**src/rtl/frr_pkg.sv**
```systemverilog
// Shared types and constants of the frame receiver and router.
package frr_pkg;

    localparam int FIFO_DEPTH = 4;
    localparam int PTR_W      = 2;
    localparam int CNT_W      = 3;

    typedef enum logic [4:0] {
        PH_HUNT = 5'b00001,
        PH_SRC  = 5'b00010,
        PH_DST  = 5'b00100,
        PH_LEN  = 5'b01000,
        PH_PAY  = 5'b10000
    } phase_t;

    localparam logic [2:0] CFG_PORT_ROLE  = 3'd0;
    localparam logic [2:0] CFG_IDLE_LIMIT = 3'd1;
    localparam logic [2:0] CFG_OWN_ADDR   = 3'd2;
    localparam logic [2:0] CFG_DOWN_ADDR  = 3'd3;
    localparam logic [2:0] CFG_HOST_ADDR  = 3'd4;
    localparam logic [2:0] CFG_HIGH_ADDR  = 3'd5;

    localparam logic OP_BYTE = 1'b0;
    localparam logic OP_TICK = 1'b1;

    localparam logic KIND_PAYLOAD = 1'b0;
    localparam logic KIND_REPORT  = 1'b1;

    localparam logic [1:0] STATUS_COMPLETE = 2'd0;
    localparam logic [1:0] STATUS_REJECTED = 2'd1;
    localparam logic [1:0] STATUS_TIMEOUT  = 2'd2;

    localparam logic [2:0] TYPE_DATA       = 3'd1;
    localparam logic [2:0] TYPE_STATUS_REQ = 3'd3;

    localparam logic [2:0] ROUTE_DROP         = 3'd0;
    localparam logic [2:0] ROUTE_LOCAL        = 3'd1;
    localparam logic [2:0] ROUTE_STATUS_REPLY = 3'd2;
    localparam logic [2:0] ROUTE_DOWNSTREAM   = 3'd3;
    localparam logic [2:0] ROUTE_HOST         = 3'd4;

    localparam logic ROLE_HOST_FACING = 1'b0;

    typedef struct packed {
        logic       result_kind;
        logic [1:0] frame_status;
        logic [2:0] frame_type;
        logic [7:0] source;
        logic [7:0] destination;
        logic [7:0] payload_length;
        logic [2:0] route;
        logic [7:0] payload_byte;
        logic [5:0] payload_index;
    } result_t;

endpackage

```
**src/rtl/frame_receiver_router.sv**
```systemverilog
// Top level of the frame receiver and router: header parsing, routing and result queue.
//
// Usage: each input transfer carries either a received byte (opcode 0) or one
// elapsed time tick (opcode 1). The block hunts for a type byte, collects
// source, destination and length, checks the header and passes payload bytes
// out with their index. At frame end it gives a report with the header and a
// route; an idle gap inside a frame gives a timeout report instead.
// Configuration registers are written through the cfg channel, which is
// always ready; writes are meant to arrive only while the block is idle.
// One input transfer is accepted per cycle while in_stall is low; its results are
// registered into a four-entry result queue, at most two per item, and the queue
// is drained at one transfer per cycle while out_stall is low, so the queue
// occupancy sets the input rate.
// When the receiver stalls, results wait in the queue and in_stall rises once
// fewer than two free entries remain. Reset clears the queue, the parse state
// and the configuration registers to their defaults.
module frame_receiver_router #(
    parameter int MAX_PAYLOAD = 64
) (
    input  logic        clk,
    input  logic        rst_n,
    input  logic        in_valid,
    output logic        in_stall,
    input  logic        opcode,
    input  logic [7:0]  rx_byte,
    output logic        out_valid,
    input  logic        out_stall,
    output logic        result_kind,
    output logic [1:0]  frame_status,
    output logic [2:0]  frame_type,
    output logic [7:0]  source,
    output logic [7:0]  destination,
    output logic [7:0]  payload_length,
    output logic [2:0]  route,
    output logic [7:0]  payload_byte,
    output logic [5:0]  payload_index,
    input  logic        cfg_valid,
    output logic        cfg_ready,
    input  logic [2:0]  cfg_index,
    input  logic [15:0] cfg_data
);

    localparam int TAKEN_W = $clog2(MAX_PAYLOAD + 1);

    logic        port_role_reg;
    logic [15:0] idle_limit_reg;
    logic [1:0]  own_address_reg;
    logic [1:0]  downstream_address_reg;
    logic [1:0]  host_address_reg;
    logic [7:0]  highest_address_reg;

    frr_pkg::phase_t     phase_reg, phase_next;
    logic [2:0]          held_type_reg, held_type_next;
    logic [7:0]          held_source_reg, held_source_next;
    logic [7:0]          held_destination_reg, held_destination_next;
    logic [7:0]          held_length_reg, held_length_next;
    logic [TAKEN_W-1:0]  bytes_taken_reg, bytes_taken_next;
    logic [15:0]         idle_ticks_reg, idle_ticks_next;

    frr_pkg::result_t                     fifo_reg [frr_pkg::FIFO_DEPTH];
    logic [frr_pkg::PTR_W-1:0]            wr_ptr_reg, rd_ptr_reg;
    logic [frr_pkg::CNT_W-1:0]            count_reg, count_next;

    frr_pkg::result_t res0, res1;
    logic [1:0]       push_n;
    logic             in_fire, out_fire;
    logic [15:0]      tick_count;
    logic [15:0]      limit;
    logic [8:0]       taken_inc;
    logic [2:0]       frame_route;

    function automatic frr_pkg::result_t make_result(
        input logic       kind,
        input logic [1:0] status,
        input logic [2:0] ftype,
        input logic [7:0] src,
        input logic [7:0] dst,
        input logic [7:0] len,
        input logic [2:0] rte,
        input logic [7:0] pbyte,
        input logic [5:0] pidx
    );
        frr_pkg::result_t r;
        r.result_kind    = kind;
        r.frame_status   = status;
        r.frame_type     = ftype;
        r.source         = src;
        r.destination    = dst;
        r.payload_length = len;
        r.route          = rte;
        r.payload_byte   = pbyte;
        r.payload_index  = pidx;
        return r;
    endfunction

    assign cfg_ready = 1'b1;
    assign in_stall  = (count_reg > frr_pkg::CNT_W'(frr_pkg::FIFO_DEPTH - 2));
    assign in_fire   = in_valid && !in_stall;
    assign out_valid = (count_reg != '0);
    assign out_fire  = out_valid && !out_stall;

    always_comb
    begin
        if (port_role_reg == frr_pkg::ROLE_HOST_FACING)
        begin
            if (held_destination_reg == {6'd0, own_address_reg})
            begin
                if (held_type_reg == frr_pkg::TYPE_STATUS_REQ)
                    frame_route = frr_pkg::ROUTE_STATUS_REPLY;
                else if (held_type_reg == frr_pkg::TYPE_DATA)
                    frame_route = frr_pkg::ROUTE_LOCAL;
                else
                    frame_route = frr_pkg::ROUTE_DROP;
            end
            else if (held_destination_reg == {6'd0, downstream_address_reg})
                frame_route = frr_pkg::ROUTE_DOWNSTREAM;
            else
                frame_route = frr_pkg::ROUTE_DROP;
        end
        else if (held_destination_reg == {6'd0, host_address_reg})
            frame_route = frr_pkg::ROUTE_HOST;
        else
            frame_route = frr_pkg::ROUTE_DROP;
    end

    always_comb
    begin
        phase_next            = phase_reg;
        held_type_next        = held_type_reg;
        held_source_next      = held_source_reg;
        held_destination_next = held_destination_reg;
        held_length_next      = held_length_reg;
        bytes_taken_next      = bytes_taken_reg;
        idle_ticks_next       = idle_ticks_reg;
        push_n                = 2'd0;
        tick_count            = (idle_ticks_reg == 16'hFFFF) ? idle_ticks_reg
                                                             : idle_ticks_reg + 16'd1;
        limit                 = (idle_limit_reg == 16'd0) ? 16'd1 : idle_limit_reg;
        taken_inc             = 9'(bytes_taken_reg) + 9'd1;
        res0 = make_result(frr_pkg::KIND_REPORT, frr_pkg::STATUS_TIMEOUT, held_type_reg,
                           held_source_reg, held_destination_reg, held_length_reg,
                           frr_pkg::ROUTE_DROP, 8'd0, 6'd0);
        res1 = make_result(frr_pkg::KIND_REPORT, frr_pkg::STATUS_COMPLETE, held_type_reg,
                           held_source_reg, held_destination_reg, held_length_reg,
                           frame_route, 8'd0, 6'd0);
        if (in_fire)
        begin
            if (opcode == frr_pkg::OP_TICK)
            begin
                if (phase_reg != frr_pkg::PH_HUNT)
                begin
                    idle_ticks_next = tick_count;
                    if (tick_count >= limit)
                    begin
                        push_n          = 2'd1;
                        phase_next      = frr_pkg::PH_HUNT;
                        idle_ticks_next = 16'd0;
                    end
                end
            end
            else
            begin
                idle_ticks_next = 16'd0;
                case (phase_reg)
                    frr_pkg::PH_HUNT:
                    begin
                        if (rx_byte inside {[8'd1:8'd4]})
                        begin
                            held_type_next        = rx_byte[2:0];
                            held_source_next      = 8'd0;
                            held_destination_next = 8'd0;
                            held_length_next      = 8'd0;
                            bytes_taken_next      = '0;
                            phase_next            = frr_pkg::PH_SRC;
                        end
                    end
                    frr_pkg::PH_SRC:
                    begin
                        held_source_next = rx_byte;
                        phase_next       = frr_pkg::PH_DST;
                    end
                    frr_pkg::PH_DST:
                    begin
                        held_destination_next = rx_byte;
                        phase_next            = frr_pkg::PH_LEN;
                    end
                    frr_pkg::PH_LEN:
                    begin
                        held_length_next = rx_byte;
                        bytes_taken_next = '0;
                        if (held_source_reg > highest_address_reg
                            || held_destination_reg > highest_address_reg
                            || 9'(rx_byte) > 9'(MAX_PAYLOAD))
                        begin
                            res0 = make_result(frr_pkg::KIND_REPORT, frr_pkg::STATUS_REJECTED,
                                               held_type_reg, held_source_reg,
                                               held_destination_reg, rx_byte,
                                               frr_pkg::ROUTE_DROP, 8'd0, 6'd0);
                            push_n     = 2'd1;
                            phase_next = frr_pkg::PH_HUNT;
                        end
                        else if (rx_byte == 8'd0)
                        begin
                            res0 = make_result(frr_pkg::KIND_REPORT, frr_pkg::STATUS_COMPLETE,
                                               held_type_reg, held_source_reg,
                                               held_destination_reg, rx_byte,
                                               frame_route, 8'd0, 6'd0);
                            push_n     = 2'd1;
                            phase_next = frr_pkg::PH_HUNT;
                        end
                        else
                            phase_next = frr_pkg::PH_PAY;
                    end
                    frr_pkg::PH_PAY:
                    begin
                        res0 = make_result(frr_pkg::KIND_PAYLOAD, frr_pkg::STATUS_COMPLETE,
                                           held_type_reg, held_source_reg,
                                           held_destination_reg, held_length_reg,
                                           frr_pkg::ROUTE_DROP, rx_byte,
                                           6'(bytes_taken_reg));
                        bytes_taken_next = TAKEN_W'(taken_inc);
                        if (taken_inc >= 9'(held_length_reg))
                        begin
                            push_n     = 2'd2;
                            phase_next = frr_pkg::PH_HUNT;
                        end
                        else
                            push_n = 2'd1;
                    end
                    default:
                        phase_next = frr_pkg::PH_HUNT;
                endcase
            end
        end
        count_next = count_reg + frr_pkg::CNT_W'(push_n)
                     - (out_fire ? frr_pkg::CNT_W'(1) : frr_pkg::CNT_W'(0));
    end

    always_ff @(posedge clk or negedge rst_n)
    begin
        if (!rst_n)
        begin
            port_role_reg          <= 1'b0;
            idle_limit_reg         <= 16'd20;
            own_address_reg        <= 2'd1;
            downstream_address_reg <= 2'd2;
            host_address_reg       <= 2'd0;
            highest_address_reg    <= 8'd3;
        end
        else if (cfg_valid && cfg_ready)
        begin
            case (cfg_index)
                frr_pkg::CFG_PORT_ROLE:  port_role_reg          <= cfg_data[0];
                frr_pkg::CFG_IDLE_LIMIT: idle_limit_reg         <= cfg_data;
                frr_pkg::CFG_OWN_ADDR:   own_address_reg        <= cfg_data[1:0];
                frr_pkg::CFG_DOWN_ADDR:  downstream_address_reg <= cfg_data[1:0];
                frr_pkg::CFG_HOST_ADDR:  host_address_reg       <= cfg_data[1:0];
                frr_pkg::CFG_HIGH_ADDR:  highest_address_reg    <= cfg_data[7:0];
                default:
                begin
                end
            endcase
        end
    end

    always_ff @(posedge clk or negedge rst_n)
    begin
        if (!rst_n)
        begin
            phase_reg            <= frr_pkg::PH_HUNT;
            held_type_reg        <= 3'd0;
            held_source_reg      <= 8'd0;
            held_destination_reg <= 8'd0;
            held_length_reg      <= 8'd0;
            bytes_taken_reg      <= '0;
            idle_ticks_reg       <= 16'd0;
            wr_ptr_reg           <= '0;
            rd_ptr_reg           <= '0;
            count_reg            <= '0;
        end
        else
        begin
            phase_reg            <= phase_next;
            held_type_reg        <= held_type_next;
            held_source_reg      <= held_source_next;
            held_destination_reg <= held_destination_next;
            held_length_reg      <= held_length_next;
            bytes_taken_reg      <= bytes_taken_next;
            idle_ticks_reg       <= idle_ticks_next;
            wr_ptr_reg           <= wr_ptr_reg + frr_pkg::PTR_W'(push_n);
            if (out_fire)
                rd_ptr_reg <= rd_ptr_reg + frr_pkg::PTR_W'(1);
            count_reg <= count_next;
        end
    end

    always_ff @(posedge clk)
    begin
        if (push_n != 2'd0)
            fifo_reg[wr_ptr_reg] <= res0;
        if (push_n == 2'd2)
            fifo_reg[wr_ptr_reg + frr_pkg::PTR_W'(1)] <= res1;
    end

    assign result_kind    = fifo_reg[rd_ptr_reg].result_kind;
    assign frame_status   = fifo_reg[rd_ptr_reg].frame_status;
    assign frame_type     = fifo_reg[rd_ptr_reg].frame_type;
    assign source         = fifo_reg[rd_ptr_reg].source;
    assign destination    = fifo_reg[rd_ptr_reg].destination;
    assign payload_length = fifo_reg[rd_ptr_reg].payload_length;
    assign route          = fifo_reg[rd_ptr_reg].route;
    assign payload_byte   = fifo_reg[rd_ptr_reg].payload_byte;
    assign payload_index  = fifo_reg[rd_ptr_reg].payload_index;

    // The queue never holds more results than it has entries.
    a_queue_bound: assert property (@(posedge clk) disable iff (!rst_n)
        count_reg <= frr_pkg::CNT_W'(frr_pkg::FIFO_DEPTH))
        else $error("result queue overflow");

    // While payload is being taken, the count stays below the header length.
    a_taken_bound: assert property (@(posedge clk) disable iff (!rst_n)
        phase_reg == frr_pkg::PH_PAY |-> 9'(bytes_taken_reg) < 9'(held_length_reg))
        else $error("payload count ran past the header length");

    // The idle count is always clear while hunting.
    a_idle_clear: assert property (@(posedge clk) disable iff (!rst_n)
        phase_reg == frr_pkg::PH_HUNT |-> idle_ticks_reg == 16'd0)
        else $error("idle count not cleared in hunt");

    // A payload byte that ends a frame, with no result drained alongside it, leaves two more results in the queue.
    a_two_results: assert property (@(posedge clk) disable iff (!rst_n)
        (push_n == 2'd2 && !out_fire) |=> count_reg == $past(count_reg) + frr_pkg::CNT_W'(2))
        else $error("frame end report lost");

endmodule

```
**config.mk**
```make
export PLATFORM = sky130hd
export DESIGN_NAME = frame_receiver_router
export DESIGN_NICKNAME = d
export VERILOG_FILES = /design/src/rtl/frr_pkg.sv /design/src/rtl/frame_receiver_router.sv
export SDC_FILE = /design/constraint.sdc
export NUM_CORES = 1
export LEC_CHECK = 0
export BUFFER_PORTS_ARGS = -buffer_cell sky130_fd_sc_hd__buf_2
export CORE_AREA = 2 2 158 160
export CTS_CLUSTER_DIAMETER = 40
export DETAILED_ROUTE_END_ITERATION = 7
export DIE_AREA = 0 0 160 162
export GPL_TIMING_DRIVEN = 0
export PLACE_DENSITY = 0.78
export SYNTH_ARGS = -nofsm -noshare
export SYNTH_HDL_FRONTEND = slang
export SYNTH_SLANG_ARGS = --single-unit
export TNS_END_PERCENT = 1
```
**constraint.sdc**
```tcl
create_clock -name clk -period 8.41 [get_ports clk]
set_input_delay 1.2615 -clock clk [delete_from_list [all_inputs] [get_ports clk]]
set_output_delay 1.2615 -clock clk [all_outputs]
set_load 0.05 [all_outputs]
```
======== Word level (Yosys, flattened, before mapping) ========
Memory sizes are Yosys's and may differ from the RTL's.
Cells that the tools add are included.
storage, ports and cells
  input bits .............................. 33
  bits in writable memories ............... 188
  register bits ........................... 93
  memories ................................ 1
memory list
  name      words  bits a word  read ports  clocked after memory_dff  wr ports  line                         source
  fifo_reg  4      47           1           0                         2         frame_receiver_router.sv:60  frr_pkg::result_t fifo_reg [frr_pkg::FIFO_DEPTH];
cells by class
  $lt $le $gt $ge ......................... 8
  bitwise logic cells ..................... 1
  reduce and logical (&&, ||, !) cells .... 29
  equal/unequal tests ..................... 23
  add/subtract/negate cells ............... 7
  multiplexer cells ....................... 43
operator list
  operator                 number
  $mux W47                 2
  $pmux W47 S2             1
  $mux W46                 2
  $mux W16                 5
  $pmux W8 S2              3
  $mux W5                  7
  $pmux W5 S5              1
  $eq A8 B2 Y1             3
  $pmux W7 S3              1
  $reduce_and A4 Y1        5
  $add A16 B1 Y16 const B  1
  $eq A16 B16 Y1 const B   1
  $ge A16 B16 Y1           1
  $gt A8 B8 Y1             2
  $logic_not A16 Y1        1
  $reduce_and A2 Y1        7
  $mux W3                  4
  $mux W1                  10
  $eq A3 B2 Y1 const B     3
  $add A7 B1 Y8 const B    1
  $ge A8 B1 Y1 const B     1
  $ge A8 B8 Y1             1
  $gt A8 B7 Y1 const B     1
  $le A8 B3 Y1 const B     1
  30 further kinds         46

======== Longest topological paths before layout ========
  depth after elaboration ................. 10
  gate-level depth with buffers ........... 19

======== Worst setup path after synthesis ========
Ideal clock, no wire load.
  path kind ............................... register to register
  start point ............................. register idle_ticks_reg[3]
  end point ............................... memory fifo_reg[0][14] (netlist name) (enable)
  cell stages (with the launch flop) ...... 18
  required time ........................... 7.945 ns
  slack ................................... 3.746 ns
  clock period less this slack ............ 4.664 ns
  arrival time ............................ 4.199 ns
  setup time .............................. 0.465 ns
  cells stage by stage .................... dfrtp_1 -> clkbuf_1 -> and4_1 -> nand4_1 -> nor3_1 -> nor2_1 -> and3_1 -> xor2_1 -> ha_1 -> nand4_1 -> nor3_1 -> a2111oi_0 -> o21ai_0 -> a221o_2 -> o21ai_2 -> buf_6 -> buf_4 -> nand2_1
RTL lines
  what                    line                          source
  start, declared         frame_receiver_router.sv:58   logic [15:0] idle_ticks_reg, idle_ticks_next;
  start signal, assigned  frame_receiver_router.sv:289  idle_ticks_reg <= idle_ticks_next;
  end, declared           frame_receiver_router.sv:60

==> reports/qor.csv <==
metric;value;unit
skew;22.8;ps
route.met3.wl;3090;um
place_congestion;0.883;
fillerInstances;1821;
cp_num_buf_inv;3;
grt_pass1_wl;59500;um
hold_viol_final;0;
p_leak;6.59;nW
rows;57;
cts_tree;built;
io_buffer_count;78;
yosysWarnings;0;
largest_reg_flops;188;
cts_root_buf;clkbuf_16;
dpl_cell_area;15100;sq um
clkSinkCount;281;
finalSetupViolCount;0;
async_flop_share;33.1;%
maxCapViolCount;0;
r2r-start;idle_ticks_reg[3];
cts.htree.levels;2;
dieArea;25900;sq um
dieWidth;160;um
tns;0;ps
worst_ep_arrival_time;5750;ps
grt-ovfl-total;0;
drtIter0Drc;852;
slew_viol_final;0;
final_core_util;68.3;%
synth_edf_count;120;
synth_top_area_share;25.2;%
vias;10800;
initial_core_util;59.2;%
cp-start-kind;flip-flop;
place_hpwl;25100;um
max_stage_delay;700;ps
grt_pass1_vias;11200;
avgRoutedWirePerCell;21.3;um
synth_cell_type_count;63;
grt_use_total;29.3;%
cts_repair_resize_count;0;
slew_headroom;34.4;%
dr_wl_met2;17800;um
path_delay_family;simple AND/OR/NAND/NOR gates;
drc_errors;0;
via_per_inst;6.22;
hold_start;fifo_reg[1][6];
yosys-top-cells-area;edfxtp_1 (25%), dfrtp_1 (15%), dfxtp_1 (9.5%);
nets;1467;
io_pins;83;
drt-pass1-iter-count;6;
drive_gt1_share;18.9;%
timing.final.crit_share;67.5;%
end_kind;flip-flop;
synth_seq_cells;281;
post_cts_buffers;0;
ir_worst_vdd;0.197;mV
dieHeight;162;um
highest_layer;met4;
worst_pin_slew;984;ps
synth_cells;1268;
area_growth;15.3;%
wl_met1;14900;um
synth_area_per_cell;11.3;sq um
insertion_delay;530;ps
synth_nets;1348;
post-place-cells;1671;
antenna_found_initial;2;
path_clk_slew;60;ps
rsz0062_at_grt;false;
cts_buffers;38;
hp-class;flip-flop to flip-flop;
routed_wl;37200;um
ant_nets;0;
final_cell_area;16500;sq um
cp_max_fo;30;
holdBufCountCts;0;
crit_chain;clkbuf_1 > and4_1 > nand4_1 > nor3_1 > nor2_1 > and3_1 > xor2_1 > ha_1 > nand4_1 > nor3_1 > a2111oi_0 > o21ai_0 > a221o_2 > o21ai_2 > buf_6 > buf_4 > nand2_2;
worstPathRequired;8480;ps
grt_max_degree;70;
max-clock-path-buffers;3;
layout.cells.non_filler;1743;
ys_seq_area_share;51.1;%
ys.flop_type;edfxtp_1;
status;complete, no violations;
slowest_stage;a2111oi_0;
clock.fmax;0.176;GHz
critPathLaunch;idle_ticks_reg[3];
yosysTopAreaCell;edfxtp_1;
core_area;24100;sq um
power.density;265;nW/um^2
path_class;flip-flop to flip-flop;
period_minus_slack;5680;ps
synth_area;14300;sq um
==> worst reg2reg max path: stages, from the launching register on <==
cell and delay (ps):
dfrtp_1 310, clkbuf_1 270, and4_1 330, nand4_1 210
nor3_1 360, nor2_1 180, and3_1 230, xor2_1 240
ha_1 280, nand4_1 120, nor3_1 60, a2111oi_0 700
o21ai_0 270, a221o_2 520, o21ai_2 200, buf_6 210
buf_4 220, nand2_2 510
==> cell usage after synthesis (all sizes together) (8+ instances only) <==
| library cell | number |
|---|---|
| nand2 | 181 |
| nor2b | 10 |
| xnor2 | 24 |
| nand4 | 10 |
| o21ai | 69 |
| dfrtp | 86 |
| mux2 | 24 |
| ha | 46 |
| a22o | 13 |
| mux4 | 47 |
| a22oi | 8 |
| and3 | 8 |
| nor3 | 10 |
| a21boi | 68 |
| inv | 43 |
| buf | 45 |
| a21oi | 80 |
| edfxtp | 120 |
| mux2i | 68 |
| dfxtp | 68 |
| nor2 | 30 |
| clkbuf | 53 |
| nand3 | 67 |
==> metrics by stage <==
stage	total power, mW	hold WS (ps)	setup WS [ps]
floorplan	2.42	435	3750
global placement	2.67	442	2380
detailed placement	2.70	452	2860
CTS	4.37	460	2820
global route	4.52	474	2370
finish	4.36	457	2730
==> placed cells by master, fill, tap and decap left out, types with 7 or more instances in the layout <==
cell / Yosys / final
clkbuf_1: 53 / 60
buf_6: 9 / 9
o31ai_1: 7 / 7
o21a_1: 7 / 7
a22o_1: 13 / 13
and3_1: 8 / 8
a21oi_1: 80 / 80
dfxtp_1: 68 / 68
inv_1: 43 / 43
dfstp_2: 7 / 7
mux2i_1: 68 / 68
buf_2: 11 / 88
mux2_2: 24 / 24
ha_1: 46 / 46
a22oi_1: 8 / 8
nor2_1: 30 / 30
clkbuf_16: 0 / 42
xnor2_1: 24 / 24
nor2b_1: 10 / 10
a21boi_0: 68 / 68
nand2_1: 181 / 177
mux4_2: 47 / 47
dfrtp_1: 86 / 86
nor3_1: 9 / 9
edfxtp_1: 120 / 120
buf_1: 11 / 11
buf_4: 10 / 11
nand4_1: 10 / 10
o21ai_0: 65 / 65
nand3_1: 67 / 67
==> report_power, final <==
part | internal, mW | switching [mW] | total, mW
Combinational | 0.372 | 0.718 | 1.09
Clock | 1.06 | 0.634 | 1.69
Sequential | 1.50 | 0.0785 | 1.58
==> path summary, 6_finish.rpt <==
kind,end,slack [ps],cells past startpoint
max in group asynchronous,highest_address_reg[0],7070,2
min,fifo_reg[1][6],460,2
max reg2reg,fifo_reg[1][27],2730,17
max,fifo_reg[1][27],2730,17
min in group asynchronous,idle_ticks_reg[14],650,1
min reg2reg,fifo_reg[1][6],460,2
==> final cells by class <==
cell class	count	area, sq um	share of cell area [%]
Sequential cell	281	7300	44.4
Multi-Input combinational cell	846	6270	38.1
Clock buffer	51	1100	6.71
Buffer	98	552	3.35
Timing Repair Buffer	79	420	2.55
Tap cell	324	405	2.46
Clock inverter	19	238	1.44
Inverter	43	161	0.981
Antenna cell	2	5.00	0.0304
==> per-layer routing <==
layer / GRT usage, % / vias up
met1: 38.1 / 5319
li1: - / 4873
met4: 12.6 / 0
met3: 5.31 / 118
met5: 0 / -
met2: 49.0 / 534
==> cells by family (layout without fill, tap and decap cells) <==
logic type	after synthesis	count (layout)	synth area share (%)
muxes	139	139	14.1
buffers and inverters	141	290	5.00
adders and majority gates	47	47	4.17
xor gates and xnor gates	29	29	1.78
other	1	3	0.0263
DFF	281	281	51.1
AOI/OAI and AO/OA	279	279	12.4
and+or+nand+nor	351	351	11.4
No activity file was read; power rests on OpenSTA's default activity.
